--- config.mk ---
export PLATFORM = sky130hd
export DESIGN_NAME = mua_div
export DESIGN_NICKNAME = d
export VERILOG_FILES = /design/src/hw/rtl/mua_div.sv
export SDC_FILE = /design/constraint.sdc
export NUM_CORES = 1
export LEC_CHECK = 0
export ABC_AREA = 1
export BUFFER_PORTS_ARGS = -buffer_cell sky130_fd_sc_hd__buf_2
export CAP_MARGIN = 10
export CORE_UTILIZATION = 54
export CTS_CLUSTER_DIAMETER = 40
export CTS_CLUSTER_SIZE = 30
export DETAILED_ROUTE_END_ITERATION = 8
export PLACE_DENSITY = 0.8
export SYNTH_ARGS = -nofsm -noshare
export SYNTH_HDL_FRONTEND = slang
export SYNTH_SLANG_ARGS = --single-unit
--- constraint.sdc ---
create_clock -name clk -period 2.6 [get_ports clk]
set_clock_uncertainty 0.1 [all_clocks]
set_input_delay 0.65 -clock clk [delete_from_list [all_inputs] [get_ports clk]]
set_output_delay 0.65 -clock clk [all_outputs]
set_load 0.01 [all_outputs]
--- src/hw/rtl/mua_div.sv ---
`timescale 1ns / 1ps
// ----------------------------------------------------------------------------
// mua_div
// Restoring divider, one quotient bit per cycle, unsigned.
// ----------------------------------------------------------------------------
module mua_div #(
  parameter int DVD_W = 21,
  parameter int DVS_W = 13
) (
  input  logic             clk,
  input  logic             rst_n,
  input  logic             start,
  input  logic [DVD_W-1:0] dividend,
  input  logic [DVS_W-1:0] divisor,
  output logic [DVD_W-1:0] quotient,
  output logic [DVS_W-1:0] remainder,
  output logic             done
);

  localparam int CNT_W = $clog2(DVD_W + 1);

  logic [DVD_W-1:0] quo_r;
  logic [DVS_W-1:0] rem_r;
  logic [DVS_W-1:0] dvs_r;
  logic [CNT_W-1:0] cnt_r;
  logic             done_r;

  logic [DVS_W:0] rem_sh;
  logic [DVS_W:0] rem_sub;
  logic           fits;

  assign rem_sh  = {rem_r, quo_r[DVD_W-1]};
  assign fits    = rem_sh >= {1'b0, dvs_r};
  assign rem_sub = rem_sh - {1'b0, dvs_r};

  always_ff @(posedge clk) begin
    if (!rst_n) begin
      cnt_r  <= '0;
      done_r <= 1'b0;
    end else begin
      done_r <= 1'b0;
      if (start) begin
        cnt_r <= CNT_W'(DVD_W);
      end else if (cnt_r != '0) begin
        cnt_r  <= cnt_r - CNT_W'(1);
        done_r <= (cnt_r == CNT_W'(1));
      end
    end
  end

  always_ff @(posedge clk) begin
    if (start) begin
      quo_r <= dividend;
      rem_r <= '0;
      dvs_r <= divisor;
    end else if (cnt_r != '0) begin
      rem_r <= fits ? rem_sub[DVS_W-1:0] : rem_sh[DVS_W-1:0];
      quo_r <= {quo_r[DVD_W-2:0], fits};
    end
  end

  assign quotient  = quo_r;
  assign remainder = rem_r;
  assign done      = done_r;

endmodule

==> results of run 1 <==
==> power by group <==
| part | total, W | switching, W | internal, W |
|---|---|---|---|
| clock | 0.000590 | 0.000300 | 0.000289 |
| combinational | 0.00158 | 0.000989 | 0.000588 |
| sequential | 0.00122 | 0.000144 | 0.00108 |
| total | 0.00339 | 0.00143 | 0.00195 |
==> state kept, by name (all words and copies together), names as in the netlist <==
signal and count:
remainder 13, dvs_r 13, cnt_r 5, done 1, quotient 21
==> cells in the final DEF, fill, tap and decap left out, drive strengths merged <==
master    n
a211oi    1
a21oi     9
and2      1
buf      78
bufinv    1
clkbuf    5
clkinv    1
dfxtp    19
edfxtp   34
fa        1
ha       15
inv      74
nand2   162
nand3    28
nand3b    1
nand4    12
nor2     26
nor3      1
nor4b     1
o21ai    10
xnor2     2
xor2      3
==> worst max-delay path, delay by kind of cell (launching register included) <==
family | cells | cell delay (ns)
and+or+nand+nor | 9 | 0.76
adders and majority gates | 2 | 0.56
DFF | 1 | 0.43
buffers and inverters | 4 | 0.38
==> routing by layer <==
metal  GRT usage [%]  routed length [um]  up-vias
li1                -                   -     1434
met1            32.7                3080     1269
met4            6.60                 100        0
met3            5.65                 421       10
met5               0                   0        -
met2            38.0                3200      100
==> final timing paths <==
check          startpoint      endpoint  slack [ns]  cells after the start
max          quotient[20]  remainder[2]        0.27                     15
min              cnt_r[4]      cnt_r[4]        0.39                      2
max reg2reg  quotient[20]  remainder[2]        0.27                     15
min reg2reg      cnt_r[4]      cnt_r[4]        0.39                      2
==> final cells by class <==
class | instances | area (um2) | share of cell area, %
tap | 72 | 90.1 | 2.48
inverter | 73 | 274 | 7.54
multi-input combinational | 273 | 1350 | 37.1
clock buffer | 5 | 68.8 | 1.89
clock inverter | 3 | 43.8 | 1.20
sequential | 53 | 1400 | 38.6
timing repair buffer | 78 | 408 | 11.2
==> cells by family (layout without fill, tap and decap cells) <==
family	Yosys count	in the layout	share of synthesized area (%)
buffers and inverters	82	159	10.4
xor gates and xnor gates	5	5	1.43
adders and majority gates	16	16	6.77
and+or+nand+nor	232	232	32.1
DFF	53	53	45.7
AOI/OAI and AO/OA	20	20	3.71
==> stage by stage <==
step           cells  utilization, %  cell area [um2]
2_1_floorplan    408               -             3070
3_3_place_gp     549            64.0             3520
3_5_place_dp     549            64.0             3520
4_1_cts          557            66.0             3630
5_1_grt          557            66.0             3630
6_report         557            66.0             3630
==> key figures, run 1 <==
Power
  • VDD IR-drop max: 0.000465 V
  • Leak: 2.04 nW
  • Final Power: 0.00339 W
  • PwrDens: 932 nW/um2

Detailed routing
  • Wirelength per Cell: 12.2 um
  • DRC: 0
  • Final ANT Viol Nets: 0
  • First-pass detailed-route iteration total: 5
  • Drt total wl: 6.80 mm
  • Vias: 2813
  • Vias per cell: 5.05
  • Initial DRC Count: 322

GRT
  • Grt total ovfl: 0
  • Largest net degree at the start of global routing: 35
  • First-pass GRT wire length: 11.3 mm
  • Vias in the first global route: 2524
  • Initial antenna violation count: 0
  • Total track usage: 23.9%

Placed design
  • Detailed-placement wirelength estimate: 5.13 mm
  • Buffers added on ports: 71
  • Place WS: 0.309 ns
  • GP Congestion: 0.961

Yosys
  • Mean area per synthesized cell: 7.52 um2
  • Synth top area cells: edfxtp_1 33%, nand2_1 19%, dfxtp_1 12%
  • Synth unique cells: 29
  • Most common cell in the netlist: nand2_1
  • Ys Warns: 0
  • Commonest cells post-synth: 159 x nand2_1, 71 x inv_1, 34 x edfxtp_1
  • Number of synthesized flops with an enable pin: 34
  • Top-area cell type share of the netlist area: 33.3%
  • Mapped Nets: 461
  • Cell Area, Synth: 3070 um2
  • Prevailing post-synth register cell: edfxtp_1
  • Register area share after synthesis: 45.7%
  • Synth Instances: 408
  • Seq cells post-synth: 53
  • Async S/R FF share, synth: 0%
  • Most area-hungry cell type in the Yosys netlist: edfxtp_1

Timing
  • Final min period: 2.33 ns
  • Post-route setup TNS: 0 ns
  • Final period util: 89.8%
  • Slew HR: 74.6%
  • Worst hold slack: 0.392 ns
  • Pins Over Slew Limit: 0
  • Worst-Margin Slew: 0.380 ns
  • Final hold violations: 0
  • Fmax: 0.429 GHz
  • Final setup fails: 0
  • RSZ-0062 raised after global routing: false
  • Setup ws final: 0.266 ns

CTS
  • CTS H-tree depth: 2
  • CTS clk-pin slew, worst paths: 0.10 ns
  • CTS Buf Count: 5
  • PostCTS Resize Cnt: 0
  • Total clock sinks: 53
  • Clk root buf: clkbuf_8
  • Post-CTS Setup Repair Bufs: 0
  • Clock latency on the worst-skew pair: 0.32 ns
  • CTS tree: yes
  • Max Buffers Root-to-Sink: 2
  • CTS Hold Bufs: 0

Run
  • Max-cap check violation count: 0

Floorplanning
  • Die X-Extent: 77.4 um
  • Die height: 77.4 um
  • FP Rows: 27
  • Core box area: 5510 um2
  • # IOs: 72
  • Die area: 5990 um2
  • Starting Density: 55.7%

Worst setup path
  • CP max stage cell: edfxtp_1
  • Critical path arrival: 2.46 ns
  • Worst EP required: 2.72 ns
  • Cell Chain, Critical Path: inv_1, ha_1, inv_1, fa_1, nand2_1, nand2_1, nand3_1, nand2_1, nand2_4, nand3_2, buf_4, nand2_1, nand3_1, nand2_1, inv_1
  • CP endpoint kind: flop
  • Critical path type: flop to flop
  • Most Frequent Cell on Critical Path: nand2_1
  • Max stage delay on crit path: 0.43 ns
  • Startpoint types: flop
  • CP Max Fanout: 11

Layout
  • Final net count: 537
  • Area Growth Syn to Fin: 18.5%
  • Layout cells sized above 1: 20.0%
  • Layout fillers: 490
  • Diode count: 0

Hold path
  • Hold WC Path Type: flop to flop

Status
  • Status: complete, no violations
Note: power is estimated with default switching activity, not from simulation.
==> inputs of run 2 (changes only) <==
--- a/config.mk
+++ b/config.mk
@@ -12,7 +12,7 @@
 export CTS_CLUSTER_DIAMETER = 40
 export CTS_CLUSTER_SIZE = 30
 export DETAILED_ROUTE_END_ITERATION = 8
-export PLACE_DENSITY = 0.8
+export PLACE_DENSITY = 0.83
 export SYNTH_ARGS = -nofsm -noshare
 export SYNTH_HDL_FRONTEND = slang
 export SYNTH_SLANG_ARGS = --single-unit
==> run 2 against run 1 <==
  * Final cell count fell by 0.18%
  * Count of clock-buffer cells in the layout rose by 1
  * Worst setup slack got worse by 0.044 ns
  * Die area did not move
  * Sequential share of layout area rose by 0.093 points
  * Utilization fell by 0.16 points
  * Sequential power barely moved
  * Critical path type unchanged
  * Critical endpoint is now remainder[8]
  * Non-clock buffer count fell by 1
==> key figures, run 2 (same netlist as run 1, synthesis figures left out) <==
Worst setup path
  • Terminus of the critical flop-to-flop path: remainder[8]
  • Reg2Reg Setup Slack: 0.22 ns
  • Reg-to-reg critical path startpoint: quotient[20]
  • CP Max Fanout: 8
  • Critical path type: flop to flop
  • Worst EP required: 2.71 ns
  • Startpoint types: flop
  • Critical path arrival: 2.49 ns
  • CP endpoint kind: flop
  • R2R depth: 15

GRT
  • Vias in the first global route: 2537
  • Grt total ovfl: 0
  • Largest net degree at the start of global routing: 35
  • First-pass GRT wire length: 11.3 mm
  • Total track usage: 23.6%
  • Initial antenna violation count: 0

CTS
  • CTS clk-pin slew, worst paths: 0.10 ns
  • CTS Hold Bufs: 0
  • Max Buffers Root-to-Sink: 2
  • PostCTS Resize Cnt: 0
  • CTS H-tree depth: 2
  • Clock latency on the worst-skew pair: 0.31 ns
  • CTS Buf Count: 5
  • Post-CTS Setup Repair Bufs: 0
  • Clk root buf: clkbuf_8
  • Total clock sinks: 53
  • CTS tree: yes

Floorplanning
  • Core box area: 5510 um2
  • Starting Density: 55.7%
  • Die area: 5990 um2
  • FP Rows: 27
  • Die height: 77.4 um
  • Die X-Extent: 77.4 um
  • # IOs: 72

Detailed routing
  • Vias per cell: 4.94
  • Vias: 2747
  • Initial DRC Count: 230
  • Final ANT Viol Nets: 0
  • Drt total wl: 6.71 mm
  • DRC: 0
  • First-pass detailed-route iteration total: 6
  • Wirelength per Cell: 12.1 um

Timing
  • Setup ws final: 0.222 ns
  • Worst-Margin Slew: 0.392 ns
  • Final period util: 91.5%
  • RSZ-0062 raised after global routing: false
  • Pins Over Slew Limit: 0
  • Slew HR: 73.9%
  • Final hold violations: 0
  • Final setup fails: 0
  • Post-route setup TNS: 0 ns
  • Final min period: 2.38 ns
  • Fmax: 0.421 GHz

Hold path
  • Hold path endpoint: remainder[5]
  • Hold WC Path Type: flop to flop
  • Min-Delay Path Depth: 2
  • HP Start: remainder[5]

Layout
  • Max reg flops: 21
  • Area Growth Syn to Fin: 18.2%
  • Most frequent cells in the layout: 159 x nand2_1, 71 x inv_1, 71 x buf_2, 34 x edfxtp_1, 26 x nand3_1
  • Final net count: 536
  • Layout fillers: 478
  • Commonest non-fill, non-tap cell in the layout: nand2_1
  • Layout cells sized above 1: 19.6%
  • Final core occ: 65.8%
  • Diode count: 0

Power
  • Leak: 2.04 nW
  • VDD IR-drop max: 0.000438 V
  • PwrDens: 927 nW/um2

Placed design
  • Detailed-placement wirelength estimate: 5.08 mm
  • GP Congestion: 0.894
  • Place WS: 0.261 ns
  • Buffers added on ports: 71

Status
  • Status: complete, no violations

Run
  • Max-cap check violation count: 0
## run 2: changes by cell type in the layout (fill, tap and decap cells not counted)
cell      change
buf_4         -1
clkbuf_1      +1
clkinv_2      -1
clkinv_4      +1
inv_6         -1
## run 2: critical path: stages (launching register included)
cell	delay (ns)
edfxtp_1	0.42
inv_1	0.08
ha_1	0.14
inv_1	0.07
fa_1	0.42
nand2_1	0.09
nand2_1	0.05
nand3_1	0.07
nand2_1	0.13
nand2_4	0.14
nand3_2	0.13
buf_4	0.20
nand2_1	0.08
nand3_1	0.07
nand2_1	0.08
inv_1	0.04
## run 2: per-layer routing
metal  up-vias  track usage (%)  wire, um
li1       1426                -         -
met1      1223             32.4      3010
met2        92             38.8      3170
met3         6             4.24       486
met4         0             5.66        45
met5         -                0         0
## run 2: final cells by class
type                            instances  area, um2  share of cell area, %
Tap cell                               72       90.1                   2.48
Clock inverter                          2       38.8                   1.07
Sequential cell                        53       1400                   38.6
Clock buffer                            6       72.6                   2.00
Inverter                               73        274                   7.56
Timing Repair Buffer                   77        400                   11.0
Multi-Input combinational cell        273       1350                   37.2
## run 2: worst max-delay path by stage
stage                 startpoint  slack, ns            to
floorplan           quotient[20]       0.43   quotient[0]
global placement    quotient[20]       0.36   quotient[0]
detailed placement  quotient[20]       0.26  remainder[8]
CTS                 quotient[20]       0.26  remainder[8]
global route        quotient[20]       0.05  remainder[8]
finish              quotient[20]       0.22  remainder[8]
## run 2: stage by stage
step	total power, W	instances	hold slack, ns	instance area (um2)
detailed placement	0.00279	548	0.376	3510
global route	0.00364	556	0.409	3630
global placement	0.00276	548	0.363	3510
finish	0.00336	556	0.392	3630
floorplan	0.00235	408	0.349	3070
CTS	0.00337	556	0.392	3630
## run 2: report_power, final
group	internal (W)	switching [W]	leakage (nW)	total, W
clock	0.000290	0.000276	0.0554	0.000566
sequential	0.00108	0.000147	0.510	0.00122
combinational	0.000586	0.000987	1.47	0.00157
total	0.00195	0.00141	2.04	0.00336
